**config.mk**
```make
export PLATFORM = sky130hd
export DESIGN_NAME = aipr_ram
export DESIGN_NICKNAME = d
export VERILOG_FILES = /design/src/rtl/core/aipr_ram.sv
export SDC_FILE = /design/constraint.sdc
export NUM_CORES = 1
export LEC_CHECK = 0
export BUFFER_PORTS_ARGS = -buffer_cell sky130_fd_sc_hd__clkbuf_2
export CAP_MARGIN = 20
export CORE_ASPECT_RATIO = 0.8
export CORE_MARGIN = 2
export CORE_UTILIZATION = 60
export DETAILED_ROUTE_END_ITERATION = 7
export GPL_ROUTABILITY_DRIVEN = 0
export PLACE_DENSITY = 0.78
export REMOVE_ABC_BUFFERS = 1
export SETUP_SLACK_MARGIN = 0.05
export SYNTH_ARGS = -nofsm -noshare
export SYNTH_HDL_FRONTEND = slang
export SYNTH_SLANG_ARGS = --single-unit
```
**constraint.sdc**
```tcl
create_clock -name clk -period 2.6 [get_ports clk]
set_input_delay 0.26 -clock clk [delete_from_list [all_inputs] [get_ports clk]]
set_output_delay 0.26 -clock clk [all_outputs]
set_load 0.05 [all_outputs]
```
**src/rtl/core/aipr_ram.sv**
```systemverilog
// Generic simple dual-port RAM: one write port, one registered read port.
module aipr_ram #(
  parameter int unsigned WIDTH = 8,
  parameter int unsigned DEPTH = 16
) (
  input  logic                     clk,
  input  logic                     wr_en,
  input  logic [$clog2(DEPTH)-1:0] wr_addr,
  input  logic [WIDTH-1:0]         wr_data,
  input  logic                     rd_en,
  input  logic [$clog2(DEPTH)-1:0] rd_addr,
  output logic [WIDTH-1:0]         rd_data
);

  logic [WIDTH-1:0] mem [DEPTH];

  // Write and registered read
  always_ff @(posedge clk) begin
    if (wr_en) begin
      mem[wr_addr] <= wr_data;
    end
    if (rd_en) begin
      rd_data <= mem[rd_addr];
    end
  end

endmodule

```
==> results.ini, run 1 <==
[routing]
drt-wirelength-per-cell_um=23.3
dr.pass1.iters=4
drc_errors=0
totalWireLength_um=9460
vias_per_cell=6.15
drtIter0Drc=162
num_vias=2497
final_antenna_net_count=0

[sta]
min_period_over_period_pct=56.3
hold_viol_final=0
fmaxAchievable_mhz=683
period_needed_ns=1.46
setup-violations-final=0
hold_slack_ns=0.158
slew_violations=0
maxSlewHeadroom_pct=43.8
rsz0062_at_grt=false
fin_worst_skew_ns=0.00847
finalSetupTns_ns=0
worst_pin_slew_ns=0.840

[setup_path]
end_kind=flip-flop
timing.rr.start=mem[3][4]
cp_cell_sequence=mux4_2 -> a22oi_1 -> nand2_1
arrival_ns=1.72
cp_slowest_cell=mux4_2
crit_type=flip-flop to flip-flop
critPathLaunchType=flip-flop
crit_path_max_fanout=1
crit_required_ns=2.85
cp-startpoint=mem[3][4]
critical-path-max-stage-delay_ns=0.49

[yosys]
yosysSeqAreaShare_pct=78.1
synth_area_um2=5230
netlist.area_leader.share_pct=78.1
synth-seq-cells=136
synth.distinct_cells=18
synth_area_leaders=edfxtp_1 (78%), mux4_2 (7.8%), mux4_1 (7.0%)
netlist_instances=229
syn_area_per_cell_um2=22.8
ys_warn_count=0
yosysTopAreaCell=edfxtp_1

[layout]
area_growth_pct=16.6
fin_area_um2=6100
diodes=0
drive_above_1_share_pct=31.3
nets=300

[die]
die_x_um=108
pin_count=27
fp.coreArea_um2=8480
dieArea_um2=9480
die_y_um=87.5
start_util_pct=61.6
row_count=30

[clock_network]
clkTransAtPathRegs_ns=0.06
clock_sink_count=136
clk_latency_ns=0.52
numCtsBuffers=17
clockBufferDepth=2
h-tree-depth=4
cts_tree=built
root_buffer=clkbuf_8
post_cts_buffers=0
hold_buffers=0
cts_resized=0

[placement]
place_hpwl_um=5770
dpl_cell_area_um2=5550
port-buffer-count=26

[outcome]
status=finished clean

[worst_hold_path]
hold_class=primary input to flip-flop
hold_path.startpoint=wr_data[0]

[global_routing]
top_usage_layer=met2
grt_first_pass_wirelength_um=14200
antenna_found_initial=0
grtUsageTotal_pct=22.5
use_met2_pct=34.4
grtUsageMet1_pct=30.6
grt_max_degree=33
grt-ovfl-total=0
met3_usage_pct=7.11
grt_pass1_vias=2545

[flow_run]
max-cap-violations=0

[power]
p_leak_uw=0.00206
p_per_area_nw_per_um2=802
vdd_drop_max_v=0.000589

==> cell usage in the layout, fill, tap and decap left out <==
cell	synthesis	final
buf_4	1	16
clkinv_2	0	2
nand2b_1	2	2
mux4_1	14	14
nor2_1	13	13
nand2_1	9	9
bufinv_16	0	1
clkinv_4	0	3
a22oi_1	16	16
and2b_1	1	1
and2_1	1	1
nand3b_1	2	2
nor2b_1	1	1
clkinv_1	0	1
inv_6	0	3
buf_12	0	1
clkbuf_2	0	26
nor3_1	4	4
clkbuf_8	0	1
clkbuf_1	0	1
edfxtp_1	136	136
clkbuf_16	0	16
mux4_2	18	18
or3b_2	1	1
nand3_1	1	1
clkinvlp_4	0	4
==> routing by layer <==
layer  part of all wire (%)  wire length, um  vias to the layer above
li1                       -                -                     1087
met1                     43             4060                     1294
met2                     48             4580                       99
met3                    6.9              654                       17
met4                    1.6              156                        0
met5                      0                0                        -
==> Yosys cell counts, drive strengths merged <==
| cell type | count |
|---|---|
| a22oi | 16 |
| and2 | 1 |
| and2b | 1 |
| buf | 7 |
| clkdlybuf4s25 | 3 |
| edfxtp | 136 |
| mux4 | 32 |
| nand2 | 9 |
| nand2b | 2 |
| nand3 | 1 |
| nand3b | 2 |
| nor2 | 13 |
| nor2b | 1 |
| nor3 | 4 |
| or3b | 1 |
==> flip-flops by register name, summed over array words and instances, names as in the netlist <==
| register | cells |
|---|---|
| mem | 128 |
| rd_data | 8 |
==> metrics by stage <==
| step | util (%) | power [uW] | setup slack [ns] | cells |
|---|---|---|---|---|
| 2_1_floorplan | - | 2660 | 0.847 | 219 |
| 3_3_place_gp | 65.4 | 2780 | 0.661 | 374 |
| 3_5_place_dp | 65.4 | 2780 | 0.617 | 374 |
| 4_1_cts | 71.9 | 4940 | 1.12 | 406 |
| 5_1_grt | 71.9 | 5050 | 1.07 | 406 |
| 6_report | 71.9 | 4890 | 1.14 | 406 |
==> worst max-delay path, delay by kind of cell, from the launching register on <==
family           cells  cell delay [ns]
AO/OA/AOI/OAI        1             0.23
flip-flops           1             0.38
multiplexers         1             0.49
AND/OR/NAND/NOR      1             0.10
==> layout make-up <==
type                    count  area, um^2
flip-flops and latches    136        4080
fillers                   532        2390
multi-input cells          83        1060
clock buffers              18         418
repair buffers             43         270
well taps                 112         140
clock inverters            14         126
==> logic make-up after synthesis <==
kind of cell	after synthesis	synth area share [%]
multiplexers	32	14.8
AND/OR/NAND/NOR	35	3.14
buffers and inverters	10	1.65
AO/OA/AOI/OAI	16	2.30
flip-flops	136	78.1
==> path summary, 6_finish.rpt <==
kind	to	slack, ns	cells after the start
hold / removal	mem[15][0]	0.16	1
hold reg to reg	rd_data[2]	0.75	3
setup / recovery	rd_data[4]	1.14	3
setup reg to reg	rd_data[4]	1.14	3
==> power by group <==
group          internal, uW  switching, uW  total [uW]
combinational          93.4            161         255
sequential             2470           13.3        2480
clock                  1270            880        2150
total                  3830           1050        4890
Note: power is estimated with default switching activity, not from simulation.
==> run 2, diff against run 1 <==
Settings changed: CORE_UTILIZATION 60 to 54, PLACE_DENSITY 0.78 to 0.74.
Clock period 2.6 ns to 1.3 ns, I/O delays scaled along.
==> results.ini, run 2 (synthesis results as in run 1) <==
[global_routing]
antenna_found_initial=1  ; +1
grtUsageTotal_pct=20.6  ; -1.8 points
grt_max_degree=22  ; -33%
grt_pass1_vias=2592  ; +1.8%
grt_first_pass_wirelength_um=15100  ; +6.2%
grt-ovfl-total=0  ; unchanged

[layout]
multi_input_area_um2=1050  ; -0.71%
final_common_cell=edfxtp_1
regArea_um2=4080  ; unchanged
largest_reg_flops=128  ; unchanged
final_cell_mix=edfxtp_1 (136), mux4_2 (32), buf_4 (26), clkbuf_2 (24), clkbuf_16 (17)
fill_cells=640  ; +20%
area_growth_pct=21.2
drive_above_1_share_pct=41.3  ; +10 points
nets=311  ; +3.7%
top_regs=mem (128), rd_data (8)
top_register=mem

[power]
swShare_pct=18.8  ; -2.8 points
switching_power_uw=2060  ; +96%
pwr-share-comb_pct=5.1  ; about the same
vdd_drop_max_v=0.000890  ; +51%
pwr-share-clk_pct=49.6  ; +5.6 points
p_total_uw=11000  ; +120%
internal_power_uw=8930  ; +130%
p_per_area_nw_per_um2=1740  ; +120%
pwr-share-seq_pct=45.3  ; -5.5 points
p_leak_uw=0.00214  ; +3.5%

[outcome]
status=finished, violations left
violations=negative setup slack

[setup_path]
end_kind=flip-flop
rr_worst_depth=3  ; unchanged
crit_required_ns=1.45  ; -1.40 ns
crit_type=flip-flop to flip-flop
arrival_ns=1.57  ; -0.15 ns
reg2reg_to=rd_data[6]
timing.rr.start=mem[2][6]
crit_path_max_fanout=1  ; unchanged
rrSetupSlack_ns=-0.12  ; -1.26 ns
critPathLaunchType=flip-flop

[clock_network]
clk_latency_ns=0.41  ; -0.11 ns
hold_buffers=0  ; unchanged
cts_tree=built
clkTransAtPathRegs_ns=0.05  ; about the same
clock_sink_count=136  ; unchanged
numCtsBuffers=17  ; unchanged
root_buffer=clkbuf_16
h-tree-depth=4  ; unchanged
clockBufferDepth=2  ; unchanged

[sta]
finalSetupTns_ns=-0.602  ; -0.602 ns
setup-violations-final=8  ; +8
fin_worst_skew_ns=0.00471  ; -0.00377 ns
rsz0062_at_grt=true
period_needed_ns=1.42  ; -0.0448 ns
setup_slack_ns=-0.119  ; -1.26 ns
fmaxAchievable_mhz=705  ; +3.2%
min_period_over_period_pct=109  ; +53 points
worst_pin_slew_ns=0.890  ; +0.0505 ns
hold_viol_final=0  ; unchanged
maxSlewHeadroom_pct=40.4  ; -3.4 points
slew_violations=0  ; unchanged

[routing]
num_vias=2467  ; -1.2%
final_antenna_net_count=0  ; unchanged
drtIter0Drc=195  ; +20%
drt-wirelength-per-cell_um=22.8  ; -2.1%
vias_per_cell=5.80  ; -5.6%
drc_errors=0  ; unchanged
dr.pass1.iters=4  ; unchanged
totalWireLength_um=9690  ; +2.5%

[worst_hold_path]
hold_depth=1  ; unchanged
whs_endpoint=rd_data[6]
hold_class=primary input to flip-flop
hold_path.startpoint=rd_en

[placement]
place_hpwl_um=6270  ; +8.6%
port-buffer-count=26  ; unchanged

[die]
pin_count=27  ; unchanged
start_util_pct=54.9  ; -6.8 points
die_x_um=114  ; +5.2%
fp.coreArea_um2=9530  ; +12%
dieArea_um2=10500  ; +11%
die_y_um=92  ; +5.2%
row_count=32  ; +6.7%

[flow_run]
max-cap-violations=0  ; unchanged

[run 2: cell count changes in the layout (fill, tap and decap cells not counted), moves of 3 or more]
cell	delta
mux4_1	-14
mux4_2	+14
buf_4	+10
a22oi_1	-9
a22oi_2	+9
bufinv_16	+6
clkinv_4	-3
inv_6	-3
[run 2: per-stage QoR]
step	utilization, %	worst slack [ns]	hold WS [ns]	instance area [um^2]	cells
after global routing	66.5	-0.150	0.118	6330	424
after CTS	66.4	-0.120	0.113	6330	424
after global placement	59.3	-0.315	0.535	5660	392
after floorplan	-	-0.323	0.229	5140	219
after detailed placement	59.3	-0.359	0.545	5660	392
final	66.5	-0.119	0.130	6340	425
[run 2: repair_timing]
action,CTS,global route
setup endpoints to repair,10,8
resized for setup,15,10
endpoints found under the hold margin,0,0
buffers inserted,0,0
pin swaps,4,7
[run 2: layout make-up]
class                      count  area share [%]
sequential                   136            64.5
multi-input combinational     83            16.6
clock buffer                  17            6.71
timing repair buffer          54            5.85
clock inverter                15            4.03
tap                          119            2.35
antenna                        1          0.0395
[run 2: critical path: stages (launching register included)]
cell      delay (ns)
edfxtp_1        0.41
mux4_2          0.49
a22oi_2         0.19
nand2_1         0.08
[run 2: how the worst max path moves through the flow]
stage / cells after the start / slack, ns / to / from
6_report: 3 / -0.12 / rd_data[6] / mem[2][6]
5_1_grt: 3 / -0.15 / rd_data[6] / mem[10][6]
4_1_cts: 3 / -0.12 / rd_data[7] / mem[3][7]
3_5_place_dp: 5 / -0.36 / rd_data[1] / rd_addr[0]
3_3_place_gp: 5 / -0.32 / rd_data[5] / rd_addr[0]
2_1_floorplan: 2 / -0.32 / mem[0][0] / wr_addr[2]
[run 2: metal layers]
layer	share of wire (%)	track usage [%]	wire, um	vias to the layer above
met5	0	0	0	-
met4	1.5	8.84	150	0
met3	6.9	6.35	665	14
met2	47	29.8	4570	90
met1	44	29.6	4310	1268
li1	-	-	-	1095
[run 2: power groups by stage]
stage | Sequential (uW) | Clock (uW) | Combinational [uW]
5_1_grt | 4980 | 5720 | 604
2_1_floorplan | 5130 | 0 | 197
4_1_cts | 4970 | 5530 | 559
3_3_place_gp | 5060 | 0 | 521
3_5_place_dp | 5060 | 0 | 537
6_report | 4980 | 5460 | 562
==> run 3, diff against run 2 <==
Settings changed: ABC_CLOCK_PERIOD_IN_PS set to 1360, CORE_UTILIZATION 54 to 60, PLACE_DENSITY 0.74 to 0.78.
Clock period 1.3 ns to 1.36 ns, I/O delays scaled along.
==> results.ini, run 3 (synthesis results as in run 1) <==
[outcome]
status=finished, violations left
violations=negative setup slack

[die]
die_y_um=87.5  ; -4.9%
row_count=30  ; -6.3%
pin_count=27  ; unchanged
die_x_um=108  ; -5.0%
fp.coreArea_um2=8480  ; -11%
dieArea_um2=9480  ; -9.6%
start_util_pct=61.6  ; +6.8 points

[setup_path]
rr_worst_depth=3  ; unchanged
reg2reg_to=rd_data[0]
arrival_ns=1.63  ; +0.06 ns
crit_type=flip-flop to flip-flop
rrSetupSlack_ns=-0.02  ; +0.10 ns
cp_top_family=multiplexers
cp_slowest_cell=mux4_2
critPathLaunchType=flip-flop
cp-startpoint=mem[1][0]
crit_required_ns=1.61  ; +0.16 ns
critical-path-max-stage-delay_ns=0.48  ; about the same
critPathBufInv=0  ; unchanged
end_kind=flip-flop
timing.rr.start=mem[1][0]
cp_cell_sequence=mux4_2 -> a22oi_2 -> nand2_1
crit_path_max_fanout=1  ; unchanged

[worst_hold_path]
hold_class=primary input to flip-flop
whs_endpoint=mem[4][1]
hold_depth=1  ; unchanged
hold_path.startpoint=wr_data[1]

[sta]
rsz0062_at_grt=true
hold_slack_ns=0.0603  ; -0.0695 ns
fmaxAchievable_mhz=726  ; +3.0%
fin_worst_skew_ns=0.00577  ; +0.00106 ns
period_needed_ns=1.38  ; -0.0410 ns
maxSlewHeadroom_pct=31.3  ; -9.1 points
setup_slack_ns=-0.0177  ; +0.101 ns
min_period_over_period_pct=101  ; -7.8 points
slew_violations=0  ; unchanged
hold_viol_final=0  ; unchanged
worst_pin_slew_ns=1.03  ; +0.138 ns
setup-violations-final=5  ; -3

[routing]
totalWireLength_um=9900  ; +2.1%
vias_per_cell=6.13  ; +5.7%
dr.pass1.iters=4  ; unchanged
drc_errors=0  ; unchanged
drt-wirelength-per-cell_um=24.0  ; +5.3%
final_antenna_net_count=0  ; unchanged
drtIter0Drc=226  ; +16%
num_vias=2527  ; +2.4%

[clock_network]
post_cts_buffers=0  ; unchanged
hold_buffers=0  ; unchanged
root_buffer=clkbuf_8
clk_latency_ns=0.50  ; +0.09 ns
clock_sink_count=136  ; unchanged
clockBufferDepth=2  ; unchanged
h-tree-depth=4  ; unchanged
clkTransAtPathRegs_ns=0.06  ; about the same
cts_tree=built
numCtsBuffers=17  ; unchanged

[placement]
port-buffer-count=26  ; unchanged
place_inst=381  ; -2.8%
place_hpwl_um=5940  ; -5.3%
dpl_cell_area_um2=5640  ; -0.24%

[layout]
finalNonFillerCells=412  ; -3.1%
largest_reg_flops=128  ; unchanged
top_register=mem
diodes=0  ; -1
fin_area_um2=6230  ; -1.6%
drive_above_1_share_pct=41.7  ; +0.36 points
fin_util_pct=73.5  ; +7.0 points
nets=307  ; -1.3%
top_regs=mem (128), rd_data (8)
area_growth_pct=19.2
final_common_cell=edfxtp_1
final_cell_mix=edfxtp_1 (136), mux4_2 (30), clkbuf_2 (22), buf_4 (22), clkbuf_16 (16)

[power]
p_leak_uw=0.00208  ; -2.8%
internal_power_uw=7520  ; -16%
swShare_pct=20.9  ; +2.2 points
pwr-share-clk_pct=44.2  ; -5.4 points
vdd_drop_max_v=0.000989  ; +11%
switching_power_uw=1990  ; -3.6%
pwr-share-seq_pct=50.0  ; +4.7 points
pwr-share-comb_pct=5.8  ; +0.7 points
p_per_area_nw_per_um2=1530  ; -12%

[flow_run]
max-cap-violations=0  ; unchanged

[global_routing]
grt_max_degree=20  ; -9.1%
grt_first_pass_wirelength_um=15300  ; +1.3%
grt_pass1_vias=2661  ; +2.7%
grt-ovfl-total=0  ; unchanged
grtUsageTotal_pct=23.9  ; +3.3 points
antenna_found_initial=0  ; -1

==> run 3: cell types whose count changed in the layout (fill, tap and decap cells not counted), moves of 4 or more <==
cell / previous run / this run
a22oi_2: 9 / 14
a22oi_1: 7 / 2
bufinv_16: 7 / 2
buf_4: 26 / 22
==> run 3: worst max-delay path by stage <==
stage,end,slack [ns],cells past startpoint
after floorplan,mem[0][0],-0.27,2
after global placement,rd_data[3],-0.25,5
after detailed placement,rd_data[3],-0.30,5
after CTS,rd_data[7],-0.05,3
after global routing,rd_data[6],-0.07,3
final,rd_data[0],-0.02,3
==> run 3: worst reg2reg max path: stages, from the launching register on <==
cell and delay (ns):
edfxtp_1 0.40, mux4_2 0.48, a22oi_2 0.18, nand2_1 0.07
==> run 3: routing by layer <==
layer / track usage (%) / wire, um / up-vias
li1: - / - / 1090
met1: 33.8 / 3930 / 1271
met2: 36.5 / 4870 / 156
met3: 7.03 / 993 / 10
met4: 8.39 / 106 / 0
met5: 0 / 0 / -
==> run 3: layout make-up <==
type,instances,area [um^2]
Sequential cell,136,4080
Fill cell,515,2250
Multi-Input combinational cell,83,1080
Clock buffer,17,414
Timing Repair Buffer,50,377
Tap cell,112,140
Clock inverter,14,135
==> run 3: what timing repair did <==
| item | in CTS | in global routing |
|---|---|---|
| gates resized for setup | 28 | 5 |
| setup endpoints to repair | 12 | 10 |
| gates cloned | 0 | 0 |
| pin swaps | 14 | 3 |
==> run 3: power groups by stage <==
stage | Combinational [uW] | Sequential (uW) | Clock [uW]
floorplan | 188 | 4900 | 0
global placement | 495 | 4830 | 0
detailed placement | 510 | 4840 | 0
CTS | 556 | 4750 | 4280
global route | 594 | 4760 | 4450
finish | 553 | 4750 | 4200
==> run 3: metrics by stage <==
step | total power [uW] | TNS [ns] | setup slack, ns
6_report | 9510 | -0.0522 | -0.0177
5_1_grt | 9810 | -0.395 | -0.0665
4_1_cts | 9590 | -0.136 | -0.0450
3_5_place_dp | 5350 | -3.18 | -0.297
3_3_place_gp | 5330 | -2.36 | -0.245
2_1_floorplan | 5090 | -2.83 | -0.269
